==> config.mk <==
export PLATFORM = sky130hd
export DESIGN_NAME = lru_cache_table_top_flat
export DESIGN_NICKNAME = d
export VERILOG_FILES = /design/src/sv/lct_pkg.sv /design/src/sv/lct_req_if.sv /design/src/sv/lct_rsp_if.sv /design/src/sv/lru_cache_table_top.sv /design/src/flat_wrapper.sv
export VERILOG_INCLUDE_DIRS = /design/src /design/src/sv
export SDC_FILE = /design/constraint.sdc
export NUM_CORES = 2
export LEC_CHECK = 0
export ABC_AREA = 0
export BUFFER_PORTS_ARGS = -buffer_cell sky130_fd_sc_hd__buf_2
export CAP_MARGIN = 20
export CORE_MARGIN = 8
export CORE_UTILIZATION = 40
export DETAILED_ROUTE_END_ITERATION = 7
export GPL_TIMING_DRIVEN = 0
export MAX_ROUTING_LAYER = met4
export PLACE_DENSITY = 0.61
export SETUP_SLACK_MARGIN = 0.4
export SYNTH_ARGS = -nofsm -noshare
export SYNTH_HDL_FRONTEND = slang
export SYNTH_SLANG_ARGS = --single-unit
export TNS_END_PERCENT = 100
==> constraint.sdc <==
create_clock -name clock -period 10.3 [get_ports clock]
set_input_delay 1.545 -clock clock [delete_from_list [all_inputs] [get_ports clock]]
set_output_delay 1.545 -clock clock [all_outputs]
set_load 0.01 [all_outputs]
==> src/sv/assert_macros.svh <==
// ---------------------------------------------------------------------------
// Assertion macros
// Shared wrappers for the concurrent checks used in the RTL.
// ---------------------------------------------------------------------------
`ifndef ASSERT_MACROS_SVH
`define ASSERT_MACROS_SVH

// The condition must hold at every clock edge outside reset.
`define ASSERT_ALWAYS(lbl, clk, rst, cond, msg) \
   lbl: assert property (@(posedge clk) disable iff (rst) (cond)) else $error(msg);

// When ante holds, cons must hold in the following cycle.
`define ASSERT_NEXT(lbl, clk, rst, ante, cons, msg) \
   lbl: assert property (@(posedge clk) disable iff (rst) (ante) |=> (cons)) else $error(msg);

`endif

==> src/sv/lct_pkg.sv <==
// ---------------------------------------------------------------------------
// LRU cache table package
// Shared types and constants for the LRU key/value table.
// ---------------------------------------------------------------------------
package lct_pkg;

   localparam int ENTRIES_DEF = 16;
   localparam int WORD_W      = 32;
   localparam int CAP_W       = 5;

   typedef logic signed [WORD_W-1:0] word_type;
   typedef logic [CAP_W-1:0]         cap_type;

   typedef enum logic {
      OP_GET = 1'b0,
      OP_PUT = 1'b1
   } op_type;

   localparam word_type READ_MISS_VALUE = -32'sd1;

endpackage

==> src/sv/lct_req_if.sv <==
// ---------------------------------------------------------------------------
// LRU cache table request channel
// Valid/ready channel that carries one get or put request per beat.
// ---------------------------------------------------------------------------
interface lct_req_if;
   import lct_pkg::*;

   logic     valid;
   logic     ready;
   op_type   operation;
   word_type lookup_key;
   word_type write_value;

   modport source (output valid, operation, lookup_key, write_value, input ready);
   modport sink   (input valid, operation, lookup_key, write_value, output ready);

endinterface

==> src/sv/lct_rsp_if.sv <==
// ---------------------------------------------------------------------------
// LRU cache table response channel
// Valid/ready channel that carries one lookup result per beat.
// ---------------------------------------------------------------------------
interface lct_rsp_if;
   import lct_pkg::*;

   logic     valid;
   logic     ready;
   logic     hit;
   word_type read_value;
   logic     evicted;
   word_type evicted_key;

   modport source (output valid, hit, read_value, evicted, evicted_key, input ready);
   modport sink   (input valid, hit, read_value, evicted, evicted_key, output ready);

endinterface

==> src/sv/lru_cache_table_top.sv <==
// A request beat passes through the request register, then the response register.
// One request per cycle unless stalled; all ENTRIES slots compare and age in parallel.
// The request register advances whenever the response register is free or being taken.
// Reset clears all valid marks, the entry count and both stage valid flags at once.
// ---------------------------------------------------------------------------
// LRU cache table top level
// Fully associative key/value table with least recently used replacement.
// Each slot keeps an age; valid slots always hold ages 0 .. count-1 once.
// ---------------------------------------------------------------------------
`include "assert_macros.svh"

module lru_cache_table_top #(
   parameter int ENTRIES = lct_pkg::ENTRIES_DEF
) (
   input  logic                 clock,
   input  logic                 reset,
   lct_req_if.sink              req_bus,
   lct_rsp_if.source            rsp_bus,
   input  logic                 csr_wr_en,
   input  lct_pkg::cap_type     csr_wr_data
);
   import lct_pkg::*;

   localparam int AGE_W = (ENTRIES > 1) ? $clog2(ENTRIES) : 1;
   localparam int CNT_W = $clog2(ENTRIES + 1);
   localparam int CMP_W = (CNT_W > CAP_W) ? CNT_W : CAP_W;

   typedef logic [AGE_W-1:0] age_type;
   typedef logic [CNT_W-1:0] cnt_type;

   // Request register
   logic     req_valid_ff;
   op_type   op_ff;
   word_type key_ff;
   word_type wval_ff;

   // Response register
   logic     rsp_valid_ff;
   logic     rsp_hit_ff;
   word_type rsp_read_ff;
   logic     rsp_evicted_ff;
   word_type rsp_evkey_ff;

   // Table state
   word_type            entry_key_ff  [ENTRIES];
   word_type            entry_data_ff [ENTRIES];
   age_type             entry_age_ff  [ENTRIES];
   logic [ENTRIES-1:0]  entry_valid_ff;
   logic [ENTRIES-1:0]  entry_valid_in;
   cnt_type             count_ff;
   cnt_type             count_in;
   cnt_type             cap_ff;
   cnt_type             cap_in;
   logic [CMP_W-1:0]    cap_wide;

   // Lane logic
   logic [ENTRIES-1:0]  hit_vec;
   logic [ENTRIES-1:0]  ev_vec;
   logic [ENTRIES-1:0]  free_vec;
   logic [ENTRIES-1:0]  dst_vec;
   logic [ENTRIES-1:0]  data_we;
   age_type             age_touch [ENTRIES];
   age_type             age_in    [ENTRIES];
   age_type             hit_age;
   age_type             oldest_age;
   word_type            hit_data;
   word_type            ev_key;
   logic                hit_any;
   logic                is_put;
   logic                ev_cond;
   logic                advance;
   word_type            read_in;

   assign advance       = req_valid_ff && (!rsp_valid_ff || rsp_bus.ready);
   assign req_bus.ready = !req_valid_ff || advance;

   assign rsp_bus.valid       = rsp_valid_ff;
   assign rsp_bus.hit         = rsp_hit_ff;
   assign rsp_bus.read_value  = rsp_read_ff;
   assign rsp_bus.evicted     = rsp_evicted_ff;
   assign rsp_bus.evicted_key = rsp_evkey_ff;

   // Capacity is clamped to 1 .. ENTRIES when it is written.
   always_comb begin
      cap_wide = CMP_W'(csr_wr_data);
      if (cap_wide == '0) begin
         cap_wide = CMP_W'(1);
      end else if (cap_wide > CMP_W'(ENTRIES)) begin
         cap_wide = CMP_W'(ENTRIES);
      end
      cap_in = CNT_W'(cap_wide);
   end

   // Parallel compare, touch and eviction over all slots.
   always_comb begin
      is_put     = (op_ff == OP_PUT);
      oldest_age = AGE_W'(count_ff - CNT_W'(1));
      hit_age    = '0;
      hit_data   = '0;
      for (int i = 0; i < ENTRIES; i++) begin
         hit_vec[i] = entry_valid_ff[i] && (entry_key_ff[i] == key_ff);
         if (hit_vec[i]) begin
            hit_age  = hit_age | entry_age_ff[i];
            hit_data = hit_data | entry_data_ff[i];
         end
      end
      hit_any = |hit_vec;

      // Lowest free slot.
      free_vec = ~entry_valid_ff & (entry_valid_ff + ENTRIES'(1));

      if (is_put && hit_any) begin
         ev_cond = (count_ff > cap_ff);
      end else if (is_put) begin
         ev_cond = (count_ff >= cap_ff);
      end else begin
         ev_cond = 1'b0;
      end

      ev_key = '0;
      for (int i = 0; i < ENTRIES; i++) begin
         if (hit_vec[i]) begin
            age_touch[i] = '0;
         end else if (hit_any && entry_valid_ff[i] && (entry_age_ff[i] < hit_age)) begin
            age_touch[i] = entry_age_ff[i] + AGE_W'(1);
         end else begin
            age_touch[i] = entry_age_ff[i];
         end
         // The oldest slot is found after a touch, so a put hit sees fresh ages.
         ev_vec[i] = ev_cond && entry_valid_ff[i] && (age_touch[i] == oldest_age);
         if (ev_vec[i]) begin
            ev_key = ev_key | entry_key_ff[i];
         end
      end

      if (is_put && !hit_any) begin
         dst_vec = ev_cond ? ev_vec : free_vec;
      end else begin
         dst_vec = '0;
      end

      for (int i = 0; i < ENTRIES; i++) begin
         data_we[i] = is_put && (hit_vec[i] || dst_vec[i]);
         if (dst_vec[i]) begin
            age_in[i] = '0;
         end else if (is_put && !hit_any && entry_valid_ff[i]) begin
            age_in[i] = entry_age_ff[i] + AGE_W'(1);
         end else begin
            age_in[i] = age_touch[i];
         end
      end

      entry_valid_in = dst_vec | (entry_valid_ff & ~ev_vec);

      if (is_put && hit_any && ev_cond) begin
         count_in = count_ff - CNT_W'(1);
      end else if (is_put && !hit_any && !ev_cond) begin
         count_in = count_ff + CNT_W'(1);
      end else begin
         count_in = count_ff;
      end

      if (is_put) begin
         read_in = '0;
      end else if (hit_any) begin
         read_in = hit_data;
      end else begin
         read_in = READ_MISS_VALUE;
      end
   end

   always_ff @(posedge clock) begin
      if (reset) begin
         req_valid_ff   <= 1'b0;
         rsp_valid_ff   <= 1'b0;
         entry_valid_ff <= '0;
         count_ff       <= '0;
         cap_ff         <= CNT_W'(ENTRIES);
      end else begin
         if (req_bus.ready) begin
            req_valid_ff <= req_bus.valid;
         end
         if (advance) begin
            rsp_valid_ff   <= 1'b1;
            entry_valid_ff <= entry_valid_in;
            count_ff       <= count_in;
         end else if (rsp_bus.ready) begin
            rsp_valid_ff <= 1'b0;
         end
         if (csr_wr_en) begin
            cap_ff <= cap_in;
         end
      end
   end

   // Payload registers and table storage carry no reset.
   always_ff @(posedge clock) begin
      if (req_bus.ready && req_bus.valid) begin
         op_ff   <= req_bus.operation;
         key_ff  <= req_bus.lookup_key;
         wval_ff <= req_bus.write_value;
      end
      if (advance) begin
         rsp_hit_ff     <= hit_any;
         rsp_read_ff    <= read_in;
         rsp_evicted_ff <= ev_cond;
         rsp_evkey_ff   <= ev_key;
         for (int i = 0; i < ENTRIES; i++) begin
            if (dst_vec[i]) begin
               entry_key_ff[i] <= key_ff;
            end
            if (data_we[i]) begin
               entry_data_ff[i] <= wval_ff;
            end
            entry_age_ff[i] <= age_in[i];
         end
      end
   end

   `ASSERT_ALWAYS(a_count_matches, clock, reset, int'(count_ff) == $countones(entry_valid_ff), "entry count differs from valid marks")
   `ASSERT_ALWAYS(a_hit_unique, clock, reset, $onehot0(hit_vec), "key stored in more than one slot")
   `ASSERT_ALWAYS(a_evict_unique, clock, reset, $onehot0(ev_vec), "more than one slot picked as oldest")
   `ASSERT_NEXT(a_get_keeps_count, clock, reset, advance && !is_put, $stable(count_ff), "get changed the entry count")

endmodule
==> src/flat_wrapper.sv <==
// flat-port wrapper written by rule: the top's interface ports become plain ports
module lru_cache_table_top_flat import lct_pkg::*;
#(
   parameter int ENTRIES = lct_pkg::ENTRIES_DEF
)
  (clock, reset, csr_wr_en, csr_wr_data, req_bus_valid, req_bus_operation, req_bus_lookup_key, req_bus_write_value, req_bus_ready, rsp_bus_valid, rsp_bus_hit, rsp_bus_read_value, rsp_bus_evicted, rsp_bus_evicted_key, rsp_bus_ready);
  lct_req_if req_bus_i ();
  lct_rsp_if rsp_bus_i ();
  input  logic clock;
  input  logic reset;
  input  logic csr_wr_en;
  input  lct_pkg::cap_type csr_wr_data;
  input wire logic [$bits(req_bus_i.valid)-1:0] req_bus_valid;
  input wire logic [$bits(req_bus_i.operation)-1:0] req_bus_operation;
  input wire logic [$bits(req_bus_i.lookup_key)-1:0] req_bus_lookup_key;
  input wire logic [$bits(req_bus_i.write_value)-1:0] req_bus_write_value;
  output wire logic [$bits(req_bus_i.ready)-1:0] req_bus_ready;
  output wire logic [$bits(rsp_bus_i.valid)-1:0] rsp_bus_valid;
  output wire logic [$bits(rsp_bus_i.hit)-1:0] rsp_bus_hit;
  output wire logic [$bits(rsp_bus_i.read_value)-1:0] rsp_bus_read_value;
  output wire logic [$bits(rsp_bus_i.evicted)-1:0] rsp_bus_evicted;
  output wire logic [$bits(rsp_bus_i.evicted_key)-1:0] rsp_bus_evicted_key;
  input wire logic [$bits(rsp_bus_i.ready)-1:0] rsp_bus_ready;
  assign req_bus_i.valid = req_bus_valid;
  assign req_bus_i.operation = req_bus_operation;
  assign req_bus_i.lookup_key = req_bus_lookup_key;
  assign req_bus_i.write_value = req_bus_write_value;
  assign req_bus_ready = req_bus_i.ready;
  assign rsp_bus_valid = rsp_bus_i.valid;
  assign rsp_bus_hit = rsp_bus_i.hit;
  assign rsp_bus_read_value = rsp_bus_i.read_value;
  assign rsp_bus_evicted = rsp_bus_i.evicted;
  assign rsp_bus_evicted_key = rsp_bus_i.evicted_key;
  assign rsp_bus_i.ready = rsp_bus_ready;
  lru_cache_table_top #(.ENTRIES(ENTRIES)) u_core (.clock(clock), .reset(reset), .req_bus(req_bus_i), .rsp_bus(rsp_bus_i), .csr_wr_en(csr_wr_en), .csr_wr_data(csr_wr_data));
endmodule
# --- Word-level counts from Yosys, hierarchy flattened ---
# Memory sizes are Yosys's and may differ from the RTL's.
# Index checks and enable logic that the tools add are counted.
op_classes:
  add_sub_neg: 19
  n_lt_le_gt_ge: 19
  eq_ne: 32
  mux: 221
  n_bitwise: 50
  reduce_logical: 145
op_table:
  columns: ["cell", "count"]
  rows:
  - ["$mux W32", 33]
  - ["$or A32 B32 Y32", 30]
  - ["$eq A32 B32 Y1", 16]
  - ["$mux W4", 80]
  - ["$logic_and A1 B1 Y1", 118]
  - ["$mux W1", 102]
  - ["$add A4 B1 Y4 const B", 16]
  - ["$eq A4 B4 Y1", 16]
  - ["$lt A4 B4 Y1", 16]
  - ["$or A4 B4 Y4", 15]
  - ["$and A16 B16 Y16", 2]
  - ["$mux W16", 2]
  - ["$not A16 Y16", 2]
  - ["$mux W5", 4]
  - ["$logic_or A1 B1 Y1", 18]
  - ["$add A16 B1 Y16 const B", 1]
  - ["$or A16 B16 Y16", 1]
  - ["$reduce_or A16 Y1", 1]
  - ["$add A5 B1 Y5 const B", 1]
  - ["$ge A5 B5 Y1", 1]
  - ["$gt A5 B5 Y1", 1]
  - ["$gt A5 B5 Y1 const B", 1]
  - ["$logic_not A5 Y1", 1]
  - ["$sub A5 B1 Y5 const B", 1]
  - ["other kinds (3)", 7]
word_totals:
  register_bits: 159
  ramBits: 1088
  inputBits: 75
  output_inout_bits: 68
  wordCells: 501
  n_memories: 3
mem_list:
  columns: ["memory", "depth", "word_bits", "read_ports", "rd_ports_with_merged_regs", "wr", "line", "rtl"]
  rows:
  - ["u_core.entry_data_ff", 16, 32, 16, 0, 16, "lru_cache_table_top.sv:46", "word_type entry_data_ff [ENTRIES];"]
  - ["u_core.entry_key_ff", 16, 32, 16, 0, 16, "lru_cache_table_top.sv:45", "word_type entry_key_ff [ENTRIES];"]
  - ["u_core.entry_age_ff", 16, 4, 16, 0, 16, "lru_cache_table_top.sv:47", "age_type entry_age_ff [ENTRIES];"]

# --- Longest topological paths before layout ---
logic_depth:
  depth_word: 70
  depth_mapped: 27
  mapped_depth_nobuf: 21

# --- Worst setup path before layout ---
# No wires, ideal clock.
synth_timing:
  path_type: "input port to flip-flop"
  startpoint: "input rsp_bus_ready"
  endpoint: "memory u_core.entry_data_ff[1][64] (netlist bit) (enable)"
  setup_time_ns: 0.432
  arrival_time_ns: 8.361
  t_required_ns: 9.868
  slack_ns: 1.508
  cell_stages: 8
  n_path_buf: 3
  path_cell_list: "nor2b_1 -> nand2b_1 -> clkbuf_1 -> inv_1 -> clkbuf_1 -> clkbuf_1 -> nand2_1 -> a21oi_1"
synth_lines:
  columns: ["item", "line", "rtl"]
  rows:
  - ["start: declaration", "flat_wrapper.sv:23", "input wire logic [$bits(rsp_bus_i.ready)-1:0] rsp_bus_ready;"]
  - ["end: declaration", "lru_cache_table_top.sv:46", null]

# --- Worst setup path in the final report ---
layout_timing:
  startpoint: "register u_core.key_ff[30]"
  endpoint: "register u_core.rsp_evkey_ff[3] (netlist: u_core.rsp_bus.evicted_key[3]), data pin"
layout_via:
  elab_chain_len: 70
  word_cells_on_any_way: 225
  classes_between: "16 x order compare; 32 x eq/ne; 65 x mux; 30 x bitwise; 82 x reduce/logical"
layout_rtl:
  columns: ["item", "line", "rtl"]
  rows:
  - ["start: declaration", "lru_cache_table_top.sv:34", "word_type key_ff;"]
  - ["start signal: assignment", "lru_cache_table_top.sv:200", "key_ff <= req_bus.lookup_key;"]
  - ["$eq A32 B32 Y1", "lru_cache_table_top.sv:101", "hit_vec[i] = entry_valid_ff[i] && (entry_key_ff[i] == key_ff);"]
  - ["$logic_and A1 B1 Y1", "lru_cache_table_top.sv:101", null]
  - ["$mux W4", "lru_cache_table_top.sv:102", "if (hit_vec[i]) begin"]
  - ["$or A4 B4 Y4", "lru_cache_table_top.sv:103", "hit_age = hit_age | entry_age_ff[i];"]
  - ["$mux W4", "lru_cache_table_top.sv:102", null]
  - ["$or A4 B4 Y4", "lru_cache_table_top.sv:103", null]
  - ["$mux W4", "lru_cache_table_top.sv:102", null]
  - ["$or A4 B4 Y4", "lru_cache_table_top.sv:103", null]
  - ["[55 not listed]", null, null]
  - ["$mux W32", "lru_cache_table_top.sv:131", "if (ev_vec[i]) begin"]
  - ["$or A32 B32 Y32", "lru_cache_table_top.sv:132", "ev_key = ev_key | entry_key_ff[i];"]
  - ["$mux W32", "lru_cache_table_top.sv:131", null]
  - ["$or A32 B32 Y32", "lru_cache_table_top.sv:132", null]
  - ["$mux W32", "lru_cache_table_top.sv:131", null]
  - ["$or A32 B32 Y32", "lru_cache_table_top.sv:132", null]
  - ["$mux W32 *", "lru_cache_table_top.sv:131", null]
  - ["via u_core.ev_key[3]", "lru_cache_table_top.sv:67", "word_type ev_key;"]
  - ["end signal: assignment", "lru_cache_table_top.sv:207", "rsp_evkey_ff <= ev_key;"]
  - ["end: declaration", "lru_cache_table_top.sv:42", "word_type rsp_evkey_ff;"]
# Mark *: on every way through the listed nets, which the timed path passes. The rest lies on a longest branch.
# A chain may end at the register's enable or synchronous reset.

==> results.json <==
{
  "slowest_delay_ns": 0.72,
  "hpwl_mm": 204,
  "worstReg2RegEnd": "u_core.rsp_bus.evicted_key[3]",
  "port-buffer-count": 141,
  "drc_errors": 0,
  "rows": 142,
  "cts_tree": "built",
  "mostFrequentLayoutCells": "edfxtp_1, xnor2_1, a22oi_1",
  "maxCapViolCount": 0,
  "synthArstFlopShare": 0,
  "maxSlewHeadroom": 0.116,
  "ys.warnings.count": 0,
  "area_growth_syn_to_layout_pct": 15.7,
  "place_inst": 6845,
  "period_needed_ns": 10.16,
  "grt_start_max_net_pins": 53,
  "wl_per_cell_microns": 37.5,
  "grtUsageTotal": 0.326,
  "hp-class": "flop to flop",
  "cp_slowest_cell": "a222oi_1",
  "drt_iter0_markers": 8572,
  "synth-edff-count": 1219,
  "r2r_slack_ns": 0.14,
  "required_ns": 10.72,
  "clock_latency_ns": 0.81,
  "syn_nets": 4777,
  "vdd_ir_drop_max_mv": 0.131,
  "fmax_mhz": 98.5,
  "hold_viol": 0,
  "die_area_sq_um": 163000,
  "cp-end-kind": "flop",
  "maxSlewViolCount": 0,
  "ant_nets": 0,
  "vias": 46800,
  "ys_types": 104,
  "cts_sinks": 1247,
  "fin_nets": 5161,
  "synth_area_per_cell_sq_um": 13.0,
  "gp_congestion": 1.13,
  "synthFlopType": "edfxtp_1",
  "clkTransAtPathRegs_ns": 0.06,
  "crit_arrival_ns": 10.57,
  "clockBufferDepth": 3,
  "setup-violations-final": 0,
  "core_area_sq_um": 149000,
  "fillCellCount": 13400,
  "rr_worst_depth": 27,
  "grt_overflow": 0,
  "htree_num_levels": 4,
  "cp_max_fo": 10,
  "power_uw": 11300,
  "crit_path_start_kind": "flop",
  "setup_tns_ns": 0,
  "cts_hold_buf": 0,
  "wl_mm": 268,
  "ys_ff_latch": 1247,
  "antenna_found_initial": 10,
  "worstMarginPinSlew_ns": 1.33,
  "r2r-start": "u_core.key_ff[30]",
  "regArea_sq_um": 37200,
  "drive_gt1_frac": 0.136,
  "grt_pass1_vias": 42600,
  "hp-start": "u_core.cap_ff[0]",
  "multi_input_area_sq_um": 21400,
  "p_leak_uw": 0.0224,
  "cts_root_buffer": "clkbuf_16",
  "ys_seq_area_frac": 0.619,
  "pin_count": 143,
  "rsz0062_at_grt": "yes",
  "grt_first_pass_wirelength_mm": 357,
  "via_per_inst": 6.55,
  "syn_inst": 4631,
  "mostFrequentLayoutCell": "edfxtp_1",
  "fin_skew_ns": 0.0352,
  "drt_first_pass_iters": 6,
  "critPathKind": "flop to flop",
  "cts_buffers": 141,
  "crit_family": "simple AND/OR/NAND/NOR gates",
  "start_util": 0.402,
  "fin_cells": 7151,
  "holdPathEnd": "u_core.cap_ff[0]",
  "die_w_microns": 404,
  "die_h_microns": 404,
  "holdPathStages": 2,
  "path_buf_inv": 8,
  "fin_crit_sh": 0.986,
  "status": "finished clean",
  "crit_cells": 27,
  "power.density_nw_per_um2": 163,
  "syn_area_sq_um": 60100
}
through the flow:
stage	worst slack (ns)	util	cell area [sq um]	hold WS (ns)
6_report	0.143	0.465	69500	0.498
5_1_grt	0.312	0.465	69500	0.520
4_1_cts	0.412	0.464	69300	0.498
3_5_place_dp	-1.38	0.432	64500	0.489
3_3_place_gp	-6.35	0.424	63300	0.482
2_1_floorplan	1.51	-	60100	0.454
final cells by class:
type                            instances  area share
Antenna cell                            9    0.000324
Buffer                                284      0.0201
Clock buffer                          174      0.0538
Clock inverter                         80      0.0103
Inverter                              123     0.00664
Multi-Input combinational cell       2977       0.308
Sequential cell                      1247       0.535
Tap cell                             2016      0.0363
Timing Repair Buffer                  241      0.0303
synthesized netlist by cell type (all sizes together), types with 31 or more instances:
| cell type | number | area share |
|---|---|---|
| a31oi | 32 | 0.0034 |
| a2111oi | 33 | 0.0054 |
| nand4 | 274 | 0.029 |
| nor3 | 109 | 0.0092 |
| a22o | 118 | 0.017 |
| a221oi | 82 | 0.012 |
| edfxtp | 1219 | 0.61 |
| nand2 | 178 | 0.011 |
| a21oi | 67 | 0.0056 |
| nor2 | 237 | 0.015 |
| nand2b | 49 | 0.0051 |
| ha | 71 | 0.015 |
| clkbuf | 126 | 0.0079 |
| inv | 123 | 0.0077 |
| buf | 158 | 0.014 |
| or4 | 31 | 0.0039 |
| o21ai | 84 | 0.0070 |
| nand3 | 183 | 0.015 |
| xnor2 | 543 | 0.080 |
| a22oi | 301 | 0.038 |
| nor4 | 74 | 0.0087 |
| and3 | 67 | 0.0070 |
| xor2 | 47 | 0.0069 |
worst register-to-register path: stages (launching register included):
cell      delay, ns
edfxtp_1       0.45
buf_2          0.36
buf_2          0.48
xnor2_1        0.28
nand4_1        0.24
nor4_1         0.64
nand3_1        0.59
nor2_1         0.37
clkbuf_2       0.44
clkbuf_2       0.52
a221oi_1       0.21
nand3_1        0.13
nor2_2         0.17
buf_16         0.22
ha_1           0.23
nor2_1         0.25
o41ai_1        0.14
buf_2          0.20
a211oi_1       0.45
mux2i_1        0.26
nor2_1         0.06
o311a_1        0.35
a211oi_1       0.46
nor2_2         0.26
clkbuf_1       0.42
clkbuf_1       0.44
a222oi_1       0.72
nand4_1        0.44
sequential cells by signal, indices dropped and copies added, names as in the netlist, 5 cells and up:
register	count
u_core.rsp_bus.evicted_key	32
u_core.count_ff	5
u_core.key_ff	32
u_core.entry_data_ff	512
u_core.rsp_bus.read_value	32
u_core.entry_key_ff	512
u_core.entry_age_ff	64
u_core.cap_ff	5
u_core.entry_valid_ff	16
u_core.wval_ff	32
cell families (layout without fill, tap and decap cells):
| kind of cell | after synthesis | count (layout) | synth area share |
|---|---|---|---|
| AOI/OAI and AO/OA | 947 | 947 | 0.123 |
| xor gates and xnor gates | 592 | 592 | 0.0877 |
| adders and majority gates | 71 | 71 | 0.0148 |
| buffers and inverters | 407 | 902 | 0.0300 |
| DFF | 1247 | 1247 | 0.619 |
| muxes | 28 | 28 | 0.00481 |
| other | 0 | 9 | 0 |
| and+or+nand+nor | 1339 | 1339 | 0.121 |
worst max path at each step:
stage / startpoint / endpoint
3_3_place_gp: rsp_bus_ready / u_core.entry_data_ff[0][26]
5_1_grt: u_core.key_ff[1] / u_core.rsp_bus.evicted_key[3]
4_1_cts: u_core.key_ff[25] / u_core.entry_key_ff[1][166]
3_5_place_dp: u_core.key_ff[21] / u_core.entry_data_ff[0][151]
2_1_floorplan: rsp_bus_ready / u_core.entry_data_ff[1][64]
6_report: u_core.key_ff[30] / u_core.rsp_bus.evicted_key[3]
power by group:
part,internal (uW),leakage (uW),switching [uW]
clock network,2820,0.00217,2150
logic,192,0.00911,486
registers,5620,0.0112,56.8
routing by layer:
metal / GRT usage / up-vias / routed length, microns
li1: - / 19100 / -
met1: 0.452 / 23800 / 110000
met2: 0.452 / 3473 / 112000
met3: 0.0955 / 491 / 35400
met4: 0.119 / 0 / 11600
met5: - / - / 0
repair_timing:
item	CTS	global route
setup buffers	26	14
pin swaps	1	0
setup endpoints to repair	916	394
gates resized for setup	25	19
No activity file was read; power rests on OpenSTA's default activity.
